### config.mk
export PLATFORM = sky130hd
export DESIGN_NAME = escape_sequence_text_screen_core
export DESIGN_NICKNAME = d
export VERILOG_FILES = /design/src/rtl/core/ests_pkg.sv /design/src/rtl/core/escape_sequence_text_screen_core.sv /design/src/rtl/core/ests_ram.sv /design/src/rtl/core/ests_step.sv
export SDC_FILE = /design/constraint.sdc
export NUM_CORES = 2
export LEC_CHECK = 0
export BUFFER_PORTS_ARGS = -buffer_cell sky130_fd_sc_hd__clkbuf_2
export CAP_MARGIN = 20
export CORE_ASPECT_RATIO = 1.2
export CORE_MARGIN = 8
export CORE_UTILIZATION = 60
export CTS_CLUSTER_DIAMETER = 150
export DETAILED_ROUTE_END_ITERATION = 6
export GPL_ROUTABILITY_DRIVEN = 1
export PLACE_DENSITY = 0.88
export SLEW_MARGIN = 10
export SYNTH_ARGS = -nofsm -noshare
export SYNTH_HDL_FRONTEND = slang
export SYNTH_SLANG_ARGS = --single-unit
### constraint.sdc
create_clock -name clock -period 8.4 [get_ports clock]
set_input_delay 0.84 -clock clock [delete_from_list [all_inputs] [get_ports clock]]
set_output_delay 0.84 -clock clock [all_outputs]
set_load 0.02 [all_outputs]
### src/rtl/core/ests_pkg.sv
package ests_pkg;

   // Screen geometry.
   localparam int SCREEN_ROWS = 10;
   localparam int SCREEN_COLS = 10;

   // Index widths for a row of the screen store and a cell within a row.
   localparam int ROW_AW = $clog2(SCREEN_ROWS);
   localparam int COL_AW = $clog2(SCREEN_COLS);

   // Width of the cursor fields as they appear on the ports.
   localparam int CUR_W = 4;

   // Operation codes.
   localparam logic [1:0] OP_FEED  = 2'd0;
   localparam logic [1:0] OP_CLEAR = 2'd1;
   localparam logic [1:0] OP_READ  = 2'd2;

   // Escape parser states.
   localparam logic [1:0] PHASE_IDLE  = 2'd0;
   localparam logic [1:0] PHASE_CARET = 2'd1;
   localparam logic [1:0] PHASE_DIGIT = 2'd2;

   // Character codes of the control stream.
   localparam logic [7:0] CHAR_SPACE   = 8'h20;
   localparam logic [7:0] CHAR_DIGIT_0 = 8'h30;
   localparam logic [7:0] CHAR_DIGIT_9 = 8'h39;
   localparam logic [7:0] CHAR_CARET   = 8'h5E;
   localparam logic [7:0] CHAR_B       = 8'h62;
   localparam logic [7:0] CHAR_C       = 8'h63;
   localparam logic [7:0] CHAR_D       = 8'h64;
   localparam logic [7:0] CHAR_E       = 8'h65;
   localparam logic [7:0] CHAR_H       = 8'h68;
   localparam logic [7:0] CHAR_I       = 8'h69;
   localparam logic [7:0] CHAR_L       = 8'h6C;
   localparam logic [7:0] CHAR_O       = 8'h6F;
   localparam logic [7:0] CHAR_R       = 8'h72;
   localparam logic [7:0] CHAR_U       = 8'h75;

   typedef logic [7:0] cell_type;
   typedef cell_type [SCREEN_COLS-1:0] row_type;

   localparam row_type BLANK_ROW = '{default: CHAR_SPACE};

   typedef struct packed {
      logic [1:0]       operation;
      logic [7:0]       char_code;
      logic [CUR_W-1:0] read_row;
      logic [CUR_W-1:0] read_col;
   } req_type;

   typedef struct packed {
      logic [7:0]       read_char;
      logic [CUR_W-1:0] cursor_row;
      logic [CUR_W-1:0] cursor_col;
      logic             insert_on;
   } rsp_type;

   typedef struct packed {
      logic [CUR_W-1:0] cur_row;
      logic [CUR_W-1:0] cur_col;
      logic             insert_mode;
      logic [1:0]       phase;
      logic [3:0]       pending;
   } ctrl_state_type;

   typedef struct packed {
      logic    write_en;
      logic    clear_all;
      row_type row_data;
   } screen_update_type;

endpackage

### src/rtl/core/escape_sequence_text_screen_core.sv
// Character-cell screen of SCREEN_ROWS x SCREEN_COLS bytes driven by a byte stream with
// caret escapes (cursor moves, row clear and erase, insert and overwrite mode, two-digit
// cursor positioning, caret literal). Each request transaction carries one operation:
// feed a byte, clear the whole screen and home the cursor, or read one cell. Every request
// produces exactly one response transaction that reports the cell read (zero for other
// operations or an out-of-range address) and the cursor and insert mode after the request.
// The block accepts one request per clock cycle while req_stall is low; a request passes
// through the execute register and then the response register. The row store has a
// registered read and is addressed ahead with the cursor row and the read row of the next
// request. A response that waits in its register does not block the next request from
// entering the execute register; req_stall rises only while both the execute register and
// the response register are full and rsp_stall is high. The screen is blank after reset
// and after a clear operation at once: per-row valid flags mark rows that were never
// written since, and such rows read as spaces, so no clearing pass runs.
module escape_sequence_text_screen_core (
   input  logic              clock,
   input  logic              reset,
   input  logic              req_valid,
   output logic              req_stall,
   input  ests_pkg::req_type req_data,
   output logic              rsp_valid,
   input  logic              rsp_stall,
   output ests_pkg::rsp_type rsp_data
);

   // Execute register: the request being worked on.
   logic                        x_valid_ff;
   logic                        x_valid_in;
   ests_pkg::req_type           x_item_ff;

   // Architectural state of the parser and cursor.
   ests_pkg::ctrl_state_type    state_ff;
   ests_pkg::ctrl_state_type    state_in;

   // One flag per row: clear means the row holds only spaces.
   logic [ests_pkg::SCREEN_ROWS-1:0] row_valid_ff;
   logic [ests_pkg::SCREEN_ROWS-1:0] row_valid_in;

   // Last row write, used to bypass the read-before-write behavior of the store.
   logic                        fwd_valid_ff;
   logic [ests_pkg::ROW_AW-1:0] fwd_row_ff;
   ests_pkg::row_type           fwd_data_ff;

   // Response register.
   logic                        rsp_valid_ff;
   logic                        rsp_valid_in;
   ests_pkg::rsp_type           rsp_data_ff;
   ests_pkg::rsp_type           rsp_data_in;

   logic                        accept;
   logic                        fire;
   logic [ests_pkg::ROW_AW-1:0] cur_idx;
   logic [ests_pkg::ROW_AW-1:0] rd_idx;
   logic [ests_pkg::ROW_AW-1:0] ram_a_addr;
   logic [ests_pkg::ROW_AW-1:0] ram_b_addr;
   logic [ests_pkg::CUR_W-1:0]  next_read_row;
   ests_pkg::row_type           ram_a_data;
   ests_pkg::row_type           ram_b_data;
   ests_pkg::row_type           cursor_row_data;
   ests_pkg::row_type           read_row_data;
   ests_pkg::screen_update_type update;
   logic [7:0]                  read_char;

   // The execute stage completes whenever the response register is free or being drained.
   assign fire      = x_valid_ff && (!rsp_valid_ff || !rsp_stall);
   assign req_stall = x_valid_ff && !fire;
   assign accept    = req_valid && !req_stall;

   assign x_valid_in = accept || (x_valid_ff && !fire);

   // Row of the cursor and of the read address for the request now in execute.
   assign cur_idx = state_ff.cur_row[ests_pkg::ROW_AW-1:0];
   assign rd_idx  = (int'(x_item_ff.read_row) < ests_pkg::SCREEN_ROWS) ?
                    x_item_ff.read_row[ests_pkg::ROW_AW-1:0] : '0;

   // The store is addressed ahead: port A with the cursor row that the next
   // request will see, port B with the read row of the next request.
   assign ram_a_addr    = fire ? state_in.cur_row[ests_pkg::ROW_AW-1:0] : cur_idx;
   assign next_read_row = accept ? req_data.read_row : x_item_ff.read_row;
   assign ram_b_addr    = (int'(next_read_row) < ests_pkg::SCREEN_ROWS) ?
                          next_read_row[ests_pkg::ROW_AW-1:0] : '0;

   ests_ram #(
      .WIDTH($bits(ests_pkg::row_type)),
      .DEPTH(ests_pkg::SCREEN_ROWS)
   ) u_rows (
      .clock     (clock),
      .wr_en     (fire && update.write_en),
      .wr_addr   (cur_idx),
      .wr_data   (update.row_data),
      .rd_a_addr (ram_a_addr),
      .rd_a_data (ram_a_data),
      .rd_b_addr (ram_b_addr),
      .rd_b_data (ram_b_data)
   );

   // A row never written since the last clear reads as spaces; a row written at the
   // previous edge is taken from the bypass register, since the store returned old data.
   always_comb begin
      if (!row_valid_ff[cur_idx]) begin
         cursor_row_data = ests_pkg::BLANK_ROW;
      end else if (fwd_valid_ff && (fwd_row_ff == cur_idx)) begin
         cursor_row_data = fwd_data_ff;
      end else begin
         cursor_row_data = ram_a_data;
      end
      if (!row_valid_ff[rd_idx]) begin
         read_row_data = ests_pkg::BLANK_ROW;
      end else if (fwd_valid_ff && (fwd_row_ff == rd_idx)) begin
         read_row_data = fwd_data_ff;
      end else begin
         read_row_data = ram_b_data;
      end
   end

   ests_step u_step (
      .item            (x_item_ff),
      .state           (state_ff),
      .cursor_row_data (cursor_row_data),
      .read_row_data   (read_row_data),
      .state_next      (state_in),
      .update          (update),
      .read_char       (read_char)
   );

   // A clear operation drops every row flag at once; a row write sets its own flag.
   always_comb begin
      row_valid_in = row_valid_ff;
      if (fire && update.clear_all) begin
         row_valid_in = '0;
      end else if (fire && update.write_en) begin
         row_valid_in[cur_idx] = 1'b1;
      end
   end

   assign rsp_data_in.read_char  = read_char;
   assign rsp_data_in.cursor_row = state_in.cur_row;
   assign rsp_data_in.cursor_col = state_in.cur_col;
   assign rsp_data_in.insert_on  = state_in.insert_mode;

   assign rsp_valid_in = fire || (rsp_valid_ff && rsp_stall);

   // Control state.
   always_ff @(posedge clock) begin
      if (reset) begin
         x_valid_ff           <= 1'b0;
         rsp_valid_ff         <= 1'b0;
         fwd_valid_ff         <= 1'b0;
         row_valid_ff         <= '0;
         state_ff.cur_row     <= '0;
         state_ff.cur_col     <= '0;
         state_ff.insert_mode <= 1'b0;
         state_ff.phase       <= ests_pkg::PHASE_IDLE;
         state_ff.pending     <= '0;
      end else begin
         x_valid_ff   <= x_valid_in;
         rsp_valid_ff <= rsp_valid_in;
         fwd_valid_ff <= fire && update.write_en;
         row_valid_ff <= row_valid_in;
         if (fire) begin
            state_ff <= state_in;
         end
      end
   end

   // Payload registers.
   always_ff @(posedge clock) begin
      if (accept) begin
         x_item_ff <= req_data;
      end
      if (fire) begin
         rsp_data_ff <= rsp_data_in;
         fwd_row_ff  <= cur_idx;
         fwd_data_ff <= update.row_data;
      end
   end

   assign rsp_valid = rsp_valid_ff;
   assign rsp_data  = rsp_data_ff;

endmodule

### src/rtl/core/ests_ram.sv
module ests_ram #(
   parameter int WIDTH = 8,
   parameter int DEPTH = 16
) (
   input  logic                     clock,
   input  logic                     wr_en,
   input  logic [$clog2(DEPTH)-1:0] wr_addr,
   input  logic [WIDTH-1:0]         wr_data,
   input  logic [$clog2(DEPTH)-1:0] rd_a_addr,
   output logic [WIDTH-1:0]         rd_a_data,
   input  logic [$clog2(DEPTH)-1:0] rd_b_addr,
   output logic [WIDTH-1:0]         rd_b_data
);

   logic [WIDTH-1:0] mem_ff [DEPTH];
   logic [WIDTH-1:0] rd_a_data_ff;
   logic [WIDTH-1:0] rd_b_data_ff;

   // Reads return the contents from before a write to the same address.
   always_ff @(posedge clock) begin
      if (wr_en) begin
         mem_ff[wr_addr] <= wr_data;
      end
      rd_a_data_ff <= mem_ff[rd_a_addr];
      rd_b_data_ff <= mem_ff[rd_b_addr];
   end

   assign rd_a_data = rd_a_data_ff;
   assign rd_b_data = rd_b_data_ff;

endmodule

### src/rtl/core/ests_step.sv
module ests_step (
   input  ests_pkg::req_type           item,
   input  ests_pkg::ctrl_state_type    state,
   input  ests_pkg::row_type           cursor_row_data,
   input  ests_pkg::row_type           read_row_data,
   output ests_pkg::ctrl_state_type    state_next,
   output ests_pkg::screen_update_type update,
   output logic [7:0]                  read_char
);

   logic                           is_digit;
   logic [3:0]                     digit_val;
   logic                           do_put;
   logic                           do_fill;
   logic                           do_clear;
   logic [ests_pkg::COL_AW-1:0]    fill_from;
   logic [ests_pkg::COL_AW-1:0]    cur_idx;
   ests_pkg::row_type              put_row;
   ests_pkg::row_type              fill_row;

   function automatic logic [ests_pkg::CUR_W-1:0] sat_row(input logic [3:0] v);
      return (int'(v) < ests_pkg::SCREEN_ROWS) ? ests_pkg::CUR_W'(v)
                                                : ests_pkg::CUR_W'(ests_pkg::SCREEN_ROWS - 1);
   endfunction

   function automatic logic [ests_pkg::CUR_W-1:0] sat_col(input logic [3:0] v);
      return (int'(v) < ests_pkg::SCREEN_COLS) ? ests_pkg::CUR_W'(v)
                                                : ests_pkg::CUR_W'(ests_pkg::SCREEN_COLS - 1);
   endfunction

   assign is_digit  = (item.char_code >= ests_pkg::CHAR_DIGIT_0) &&
                      (item.char_code <= ests_pkg::CHAR_DIGIT_9);
   assign digit_val = item.char_code[3:0];
   assign cur_idx   = state.cur_col[ests_pkg::COL_AW-1:0];

   // Decode of the operation and the escape parser.
   always_comb begin
      state_next = state;
      do_put     = 1'b0;
      do_fill    = 1'b0;
      do_clear   = 1'b0;
      fill_from  = '0;
      read_char  = '0;
      unique case (item.operation)
         ests_pkg::OP_FEED: begin
            unique case (state.phase)
               ests_pkg::PHASE_DIGIT: begin
                  state_next.phase = ests_pkg::PHASE_IDLE;
                  if (is_digit) begin
                     state_next.cur_row = sat_row(state.pending);
                     state_next.cur_col = sat_col(digit_val);
                  end else if (item.char_code == ests_pkg::CHAR_CARET) begin
                     state_next.phase = ests_pkg::PHASE_CARET;
                  end else begin
                     do_put = 1'b1;
                  end
               end
               ests_pkg::PHASE_CARET: begin
                  state_next.phase = ests_pkg::PHASE_IDLE;
                  case (item.char_code)
                     ests_pkg::CHAR_B: state_next.cur_col = '0;
                     ests_pkg::CHAR_C: begin
                        do_fill   = 1'b1;
                        fill_from = '0;
                     end
                     ests_pkg::CHAR_D: begin
                        if (int'(state.cur_row) < ests_pkg::SCREEN_ROWS - 1) begin
                           state_next.cur_row = state.cur_row + 1'b1;
                        end
                     end
                     ests_pkg::CHAR_U: begin
                        if (state.cur_row != '0) begin
                           state_next.cur_row = state.cur_row - 1'b1;
                        end
                     end
                     ests_pkg::CHAR_L: begin
                        if (state.cur_col != '0) begin
                           state_next.cur_col = state.cur_col - 1'b1;
                        end
                     end
                     ests_pkg::CHAR_R: begin
                        if (int'(state.cur_col) < ests_pkg::SCREEN_COLS - 1) begin
                           state_next.cur_col = state.cur_col + 1'b1;
                        end
                     end
                     ests_pkg::CHAR_E: begin
                        do_fill   = 1'b1;
                        fill_from = cur_idx;
                     end
                     ests_pkg::CHAR_H: begin
                        state_next.cur_row = '0;
                        state_next.cur_col = '0;
                     end
                     ests_pkg::CHAR_I:     state_next.insert_mode = 1'b1;
                     ests_pkg::CHAR_O:     state_next.insert_mode = 1'b0;
                     ests_pkg::CHAR_CARET: do_put = 1'b1;
                     default: begin
                        if (is_digit) begin
                           state_next.pending = digit_val;
                           state_next.phase   = ests_pkg::PHASE_DIGIT;
                        end
                     end
                  endcase
               end
               default: begin
                  if (item.char_code == ests_pkg::CHAR_CARET) begin
                     state_next.phase = ests_pkg::PHASE_CARET;
                  end else begin
                     do_put = 1'b1;
                  end
               end
            endcase
            if (do_put && (int'(state.cur_col) < ests_pkg::SCREEN_COLS - 1)) begin
               state_next.cur_col = state.cur_col + 1'b1;
            end
         end
         ests_pkg::OP_CLEAR: begin
            do_clear           = 1'b1;
            state_next.cur_row = '0;
            state_next.cur_col = '0;
            state_next.phase   = ests_pkg::PHASE_IDLE;
            state_next.pending = '0;
         end
         ests_pkg::OP_READ: begin
            if ((int'(item.read_row) < ests_pkg::SCREEN_ROWS) &&
                (int'(item.read_col) < ests_pkg::SCREEN_COLS)) begin
               read_char = read_row_data[item.read_col[ests_pkg::COL_AW-1:0]];
            end
         end
         default: begin
         end
      endcase
   end

   // Cursor row after a printed byte; insert mode shifts the tail right by one cell.
   always_comb begin
      put_row = cursor_row_data;
      if (state.insert_mode) begin
         for (int c = 1; c < ests_pkg::SCREEN_COLS; c++) begin
            if (ests_pkg::COL_AW'(c) > cur_idx) begin
               put_row[c] = cursor_row_data[c-1];
            end
         end
      end
      put_row[cur_idx] = item.char_code;
   end

   // Cursor row after an erase from fill_from to the end of the row.
   always_comb begin
      fill_row = cursor_row_data;
      for (int c = 0; c < ests_pkg::SCREEN_COLS; c++) begin
         if (ests_pkg::COL_AW'(c) >= fill_from) begin
            fill_row[c] = ests_pkg::CHAR_SPACE;
         end
      end
   end

   assign update.clear_all = do_clear;
   assign update.write_en  = do_put || do_fill;
   assign update.row_data  = do_fill ? fill_row : put_row;

endmodule

After elaboration in Yosys (flattened, before gate mapping)
Memories as Yosys holds them, arrays and structs flattened. A register that Yosys moved wholly into a read port is not among the register bits. Cells that the tools add are included.

Logic and storage cells: 199. RAM bits: 800. Output and inout port bits: 19. Input port bits: 22. Memories: 1. Register bits: 147.

Order comparisons: 34. Reductions and logical operators: 32. Muxes and demuxes: 78. Add/subtract/negate cells: 4. Bitwise operators: 1. Equal/unequal tests: 21.

Memories: u_rows.mem_ff (words 10, width 80, read ports 2, clocked after Yosys merged registers in 2, write ports 1, RTL line ests_ram.sv:15) `logic [WIDTH-1:0] mem_ff [DEPTH];`.

Operator list (count): $mux 80 (5); $mux 8 (22); $eq 8x7->1 const B (11); $bwmux 80 (1); $mux 72 (1); $mux 4 (15); $bmux 8 s4 (1); $demux 8 s4 (1); $pmux 8 s2 (2); $lt 4x4->1 const B (7); $pmux 4 s3 (2); $lt 4x5->1 const B (4); $mux 1 (17); $ge 3x4->1 const A (4); $gt 3x4->1 const A (4); $logic_and 1x1->1 (13); $mux 6 (2); $pmux 6 s2 (1); $reduce_or 11->1 (1); $or 10x10->10 (1); $add 4x1->4 const B (2); $bmux 1 s4 (2); $eq 4x4->1 (2); $ge 1x4->1 const A (2); 27 further kinds (47).

Longest topological paths before layout
Depth in word-level cells: 10. Mapped depth: 14.

Modules after synthesis
Synthesis repeated with hierarchy kept, for this count alone.

Cell total of the unflattened synthesis: 4126. Area, all modules: 54328.4 µm².

Modules (own cells, without submodules): ests_ram (area an instance 42150.4 µm², cells an instance 2618, seq. area each 27226.1 µm², instances 1); escape_sequence_text_screen_core (area an instance 7537.2 µm², cells an instance 744, seq. area each 4134.0 µm², instances 1); ests_step (area an instance 4640.7 µm², cells an instance 764, seq. area each 0.0 µm², instances 1).

Least setup slack after synthesis
No wires, ideal clock.

Path kind: input to register. Start: input port rsp_stall. End: memory u_rows.mem_ff[0][0] in the netlist's numbering, enable pin. Path buffers: 0. Arrival: 6.020 ns. Path slack: 1.860 ns. Cell stages on the path: 5. Required time: 7.880 ns. Cell sequence: nand2_1 -> nand2_1 -> inv_2 -> o21ai_1 -> nor2_1.

Word-level cells in the longest chain between the ends: 6.

Ends and longest elaborated chain: from (decl) (RTL line escape_sequence_text_screen_core.sv:22) `input logic rsp_stall,`; $logic_not 1->1 (RTL line escape_sequence_text_screen_core.sv:65) `assign fire = x_valid_ff && (!rsp_valid_ff || !rsp_stall);`; $logic_or 1x1->1 (RTL line escape_sequence_text_screen_core.sv:65); $logic_and 1x1->1 (RTL line escape_sequence_text_screen_core.sv:65); via fire (RTL line escape_sequence_text_screen_core.sv:51) `logic fire;`; $logic_and 1x1->1 (RTL line escape_sequence_text_screen_core.sv:88) `.wr_en (fire && update.write_en),`; $mux 1 (RTL line ests_ram.sv:21) `if (wr_en) begin`; $mux 1 (not written as such) (RTL line ests_ram.sv:22) `mem_ff[wr_addr] <= wr_data;`; to (decl) (RTL line ests_ram.sv:15).

The timed path passes the listed nets, and every way through them passes these cells.

Worst setup path in the final report
Start: register state_ff (netlist bit cur_idx[0]). End: register u_rows.rd_a_data_ff[22] (netlist: u_rows.rd_a_data[22]) (read register of u_rows.mem_ff).

Word-level cells in the longest chain between the ends: 6. Elaborated cells on any way between the ends: 11. Classes of those cells: add/sub: 2; order compare: 1; mux: 7; reduce/logical: 1.

Ends and longest elaborated chain: from (decl) (RTL line escape_sequence_text_screen_core.sv:32) `ests_pkg::ctrl_state_type state_ff;`; from (signal assigned) (RTL line escape_sequence_text_screen_core.sv:161) `state_ff <= state_in;`; $sub 4x1->4, or another cell as far along (RTL line ests_step.sv:73) `state_next.cur_row = state.cur_row - 1'b1;`; $mux 4, on equally long branches (RTL line ests_step.sv:72, ests_step.sv:67); $pmux 4 s3 (RTL line ests_step.sv:60) `case (item.char_code)`; $pmux 8 s2 (RTL line ests_step.sv:46) `unique case (state.phase)`; $pmux 8 s2 (RTL line ests_step.sv:44) `unique case (item.operation)`; $mux 4 * (RTL line escape_sequence_text_screen_core.sv:78) `assign ram_a_addr = fire ? state_in.cur_row[ests_pkg::ROW_AW-1:0] : cur_idx;`; to (decl) (RTL line ests_ram.sv:16) `logic [WIDTH-1:0] rd_a_data_ff;`.

Mark *: on every way between the ends. The rest lies on a longest branch, timed or not. A chain may end at the register's enable or synchronous reset.

==> metrics.yaml <==
status: "finished, violations left"
violations: "design-rule violations"
crit_fanout: 57
clkTransAtPathRegs_ns: 0.07
endpoint_kind: "flop"
overflow: 0
antenna_found_initial: 4
grtUsageTotal_pct: 32.1
first_pass_iters: 7
worstPathArrival_ns: 5.84
pre_cts_ws_ns: 2.96
worstPathCellList: "inv_1, ha_1, or3b_1, nand3_1, o21ai_1, a222oi_1, a31oi_4, buf_4, buf_4, nor3b_4, buf_4, and3_1, a211oi_1"
ys.flop_type: "edfxtp_1"
fin_crit_sh_pct: 63.6
initial_core_util_pct: 60.6
post_cts_buffers: 0
routedWlPerCell_um: 28.9
pwr_density_cell_mw_per_mm2: 203
grt_pass1_wl_mm: 240
synth_area_per_cell_um2: 11.5
yosysTopAreaCellShare_pct: 52.8
synth-seq-cells: 1107
syn2layout_area_growth_pct: 8.36
setup_viol: 0
die_h_um: 339
syn_area_mm2: 0.0522
syn_inst: 4545
syn-num-nets: 4577
dr.first_iter.drc_count: 7219
async_flop_share_pct: 0
finalWorstSetupSlack_ns: 3.06
finalCriticalPeriod_ns: 5.34
synth_top_area_cell: "edfxtp_1"
dp_hpwl_mm: 85.3
worstReg2RegStart: "cur_idx[0]$_SDFFE_PP0P_"
slew_violations: 0
cpMaxStageDelayCell: "buf_4"
dieArea_mm2: 0.0968
grt_max_degree: 185
path_class: "flop to flop"
mostFrequentLayoutCells: "nand2_1 (1,040), edfxtp_1 (919), mux2i_1 (344)"
min_path_type: "input port to flop"
fp-row-count: 118
r2r-end: "u_rows.rd_a_data[22]$_DFF_P_"
ant_nets: 0
fin_total_pwr_mw: 11.5
tns_ns: 0
cts_root_buf: "clkbuf_16"
timing.fmax_mhz: 187
clk_path_buf_depth: 3
drv_cap: 0
mostFrequentLayoutCell: "nand2_1"
rsz0062_at_grt: "no"
die_w_um: 285
hp-start: "req_data[17]"
tightest_slew_ns: 1.23
grt_pass1_vias: 40671
yosys.cell_types.count: 85
gp_congestion: 0.989
slowest_delay_ns: 0.80
coreArea_mm2: 0.0862
cts_resized: 0
final_nets: 4445
r2r_cells: 13
cts_tree: "built"
crit_required_ns: 8.90
drc: 3
vias_per_cell: 7.31
cts_buffers: 101
cp_common_cell: "buf_4"
yosys-top-cells-area: "edfxtp_1 (53%), nand2_1 (7.5%), dfxtp_1 (7.2%), mux2i_1 (6.6%), a211oi_1 (2.5%)"
pin_count: 41
worstSetupStartpoint: "cur_idx[0]$_SDFFE_PP0P_"
holdPathEnd: "x_item_ff[17]$_DFFE_PP_"
port_buffers: 40
finalWirelength_mm: 163
drive_gt1_share_pct: 8.82
synth_edf_count: 919
clock_skew_ns: 0.0307
cts_hold_buf: 0
min_path_cells: 1
finalHoldViolations: 0
htreeDepth: 3
cp-start-kind: "flop"
clock-sinks: 1107
cellLeakagePower_nw: 21.1
maxSlewHeadroom_pct: 17.8
yosysSeqAreaShare_pct: 60.0
worstSkewPairLatency_ns: 0.70
dr_total_vias: 41261
synth-warning-count: 0
ir_drop_mv: 0.165
r2r_slack_ns: 3.06
-- registers in the layout (all words and copies together) (netlist names) --
signal	count
cur_idx	4
fwd_data_ff	80
fwd_row_ff	4
fwd_valid_ff	1
row_valid_ff	10
rsp_data	17
rsp_valid	1
state_ff	11
u_rows.mem_ff	800
u_rows.rd_a_data	80
u_rows.rd_b_data	80
x_item_ff	18
x_valid_ff	1
-- per-stage QoR --
step / utilization [%] / hold slack [ns] / cell area [µm²] / instances
floorplan: - / 0.422 / 52200 / 4545
global placement: 61.6 / 0.439 / 53100 / 5433
detailed placement: 61.6 / 0.441 / 53200 / 5436
CTS: 65.5 / 0.315 / 56500 / 5628
global route: 65.6 / 0.329 / 56600 / 5642
finish: 65.6 / 0.319 / 56600 / 5644
-- synthesized netlist by cell type (5+ instances only) --
| cell type | n |
|---|---|
| nand2_1 | 1041 |
| edfxtp_1 | 919 |
| mux2i_1 | 345 |
| clkbuf_1 | 251 |
| dfxtp_1 | 188 |
| nand3_1 | 187 |
| a211oi_1 | 171 |
| and3_1 | 168 |
| a21oi_1 | 149 |
| nor2_1 | 133 |
| a31oi_1 | 87 |
| nor2b_1 | 85 |
| a311oi_1 | 81 |
| a32o_1 | 80 |
| buf_2 | 78 |
| o21ai_0 | 76 |
| mux2_1 | 45 |
| mux4_2 | 40 |
| a22oi_1 | 38 |
| mux2_2 | 37 |
| o21a_1 | 31 |
| o22ai_1 | 27 |
| nor3_1 | 26 |
| and2_1 | 20 |
| a22o_1 | 19 |
| inv_1 | 17 |
| a32oi_1 | 14 |
| buf_4 | 14 |
| buf_1 | 10 |
| ha_1 | 10 |
| o21ai_1 | 10 |
| a211o_1 | 9 |
| nand2b_1 | 8 |
| nand4_1 | 6 |
| nor3b_1 | 6 |
| nor4_1 | 6 |
| o31ai_1 | 6 |
| o32ai_1 | 6 |
| xnor2_1 | 6 |
| o211ai_1 | 5 |
| o22a_1 | 5 |
| or3_1 | 5 |
-- critical path: cells and delay by family (launching register included) --
kind / cells / cell delay, ns
AOI/OAI and AO/OA: 4 / 0.95
buffers and inverters: 4 / 1.98
adders and majority gates: 1 / 0.35
and+or+nand+nor: 4 / 1.28
DFF: 1 / 0.47
-- cell type report --
| class | count | area [µm²] |
|---|---|---|
| Sequential cell | 1107 | 31400 |
| Multi-Input combinational cell | 3062 | 19500 |
| Inverter | 21 | 81.3 |
| Clock buffer | 153 | 2960 |
| Timing Repair Buffer | 120 | 893 |
| Fill cell | 5771 | 29600 |
| Antenna cell | 2 | 5.00 |
| Tap cell | 1140 | 1430 |
| Clock inverter | 39 | 372 |
-- routing by layer --
| layer | GRT usage [%] | vias up | share of wire [%] |
|---|---|---|---|
| li1 | - | 16768 | - |
| met1 | 38.9 | 19310 | 32 |
| met2 | 48.9 | 4135 | 44 |
| met3 | 9.60 | 1048 | 16 |
| met4 | 22.9 | 0 | 7.8 |
| met5 | 0 | - | 0 |
-- worst max path at each step --
| stage | endpoint | slack (ns) |
|---|---|---|
| 2_1_floorplan | u_rows.mem_ff[0][0]$_DFFE_PP_ | 1.86 |
| 3_3_place_gp | u_rows.rd_a_data[47]$_DFF_P_ | 3.11 |
| 3_5_place_dp | u_rows.rd_a_data[31]$_DFF_P_ | 2.96 |
| 4_1_cts | u_rows.rd_a_data[8]$_DFF_P_ | 3.36 |
| 5_1_grt | u_rows.rd_a_data[22]$_DFF_P_ | 3.04 |
| 6_report | u_rows.rd_a_data[22]$_DFF_P_ | 3.06 |
-- report_power, final --
| part | internal [mW] | total (mW) | switching [mW] |
|---|---|---|---|
| clock network | 2.60 | 4.63 | 2.04 |
| registers | 6.01 | 6.07 | 0.0568 |
| logic | 0.243 | 0.811 | 0.567 |
| total | 8.85 | 11.5 | 2.66 |
-- logic make-up after synthesis --
family / synth area share, %
compound gates: 11.7
xor+xnor: 0.168
fa+ha+maj: 0.240
buf+inv: 3.00
flops: 60.0
mux: 10.1
simple gates: 14.7
Note: power is estimated with default switching activity, not from simulation.
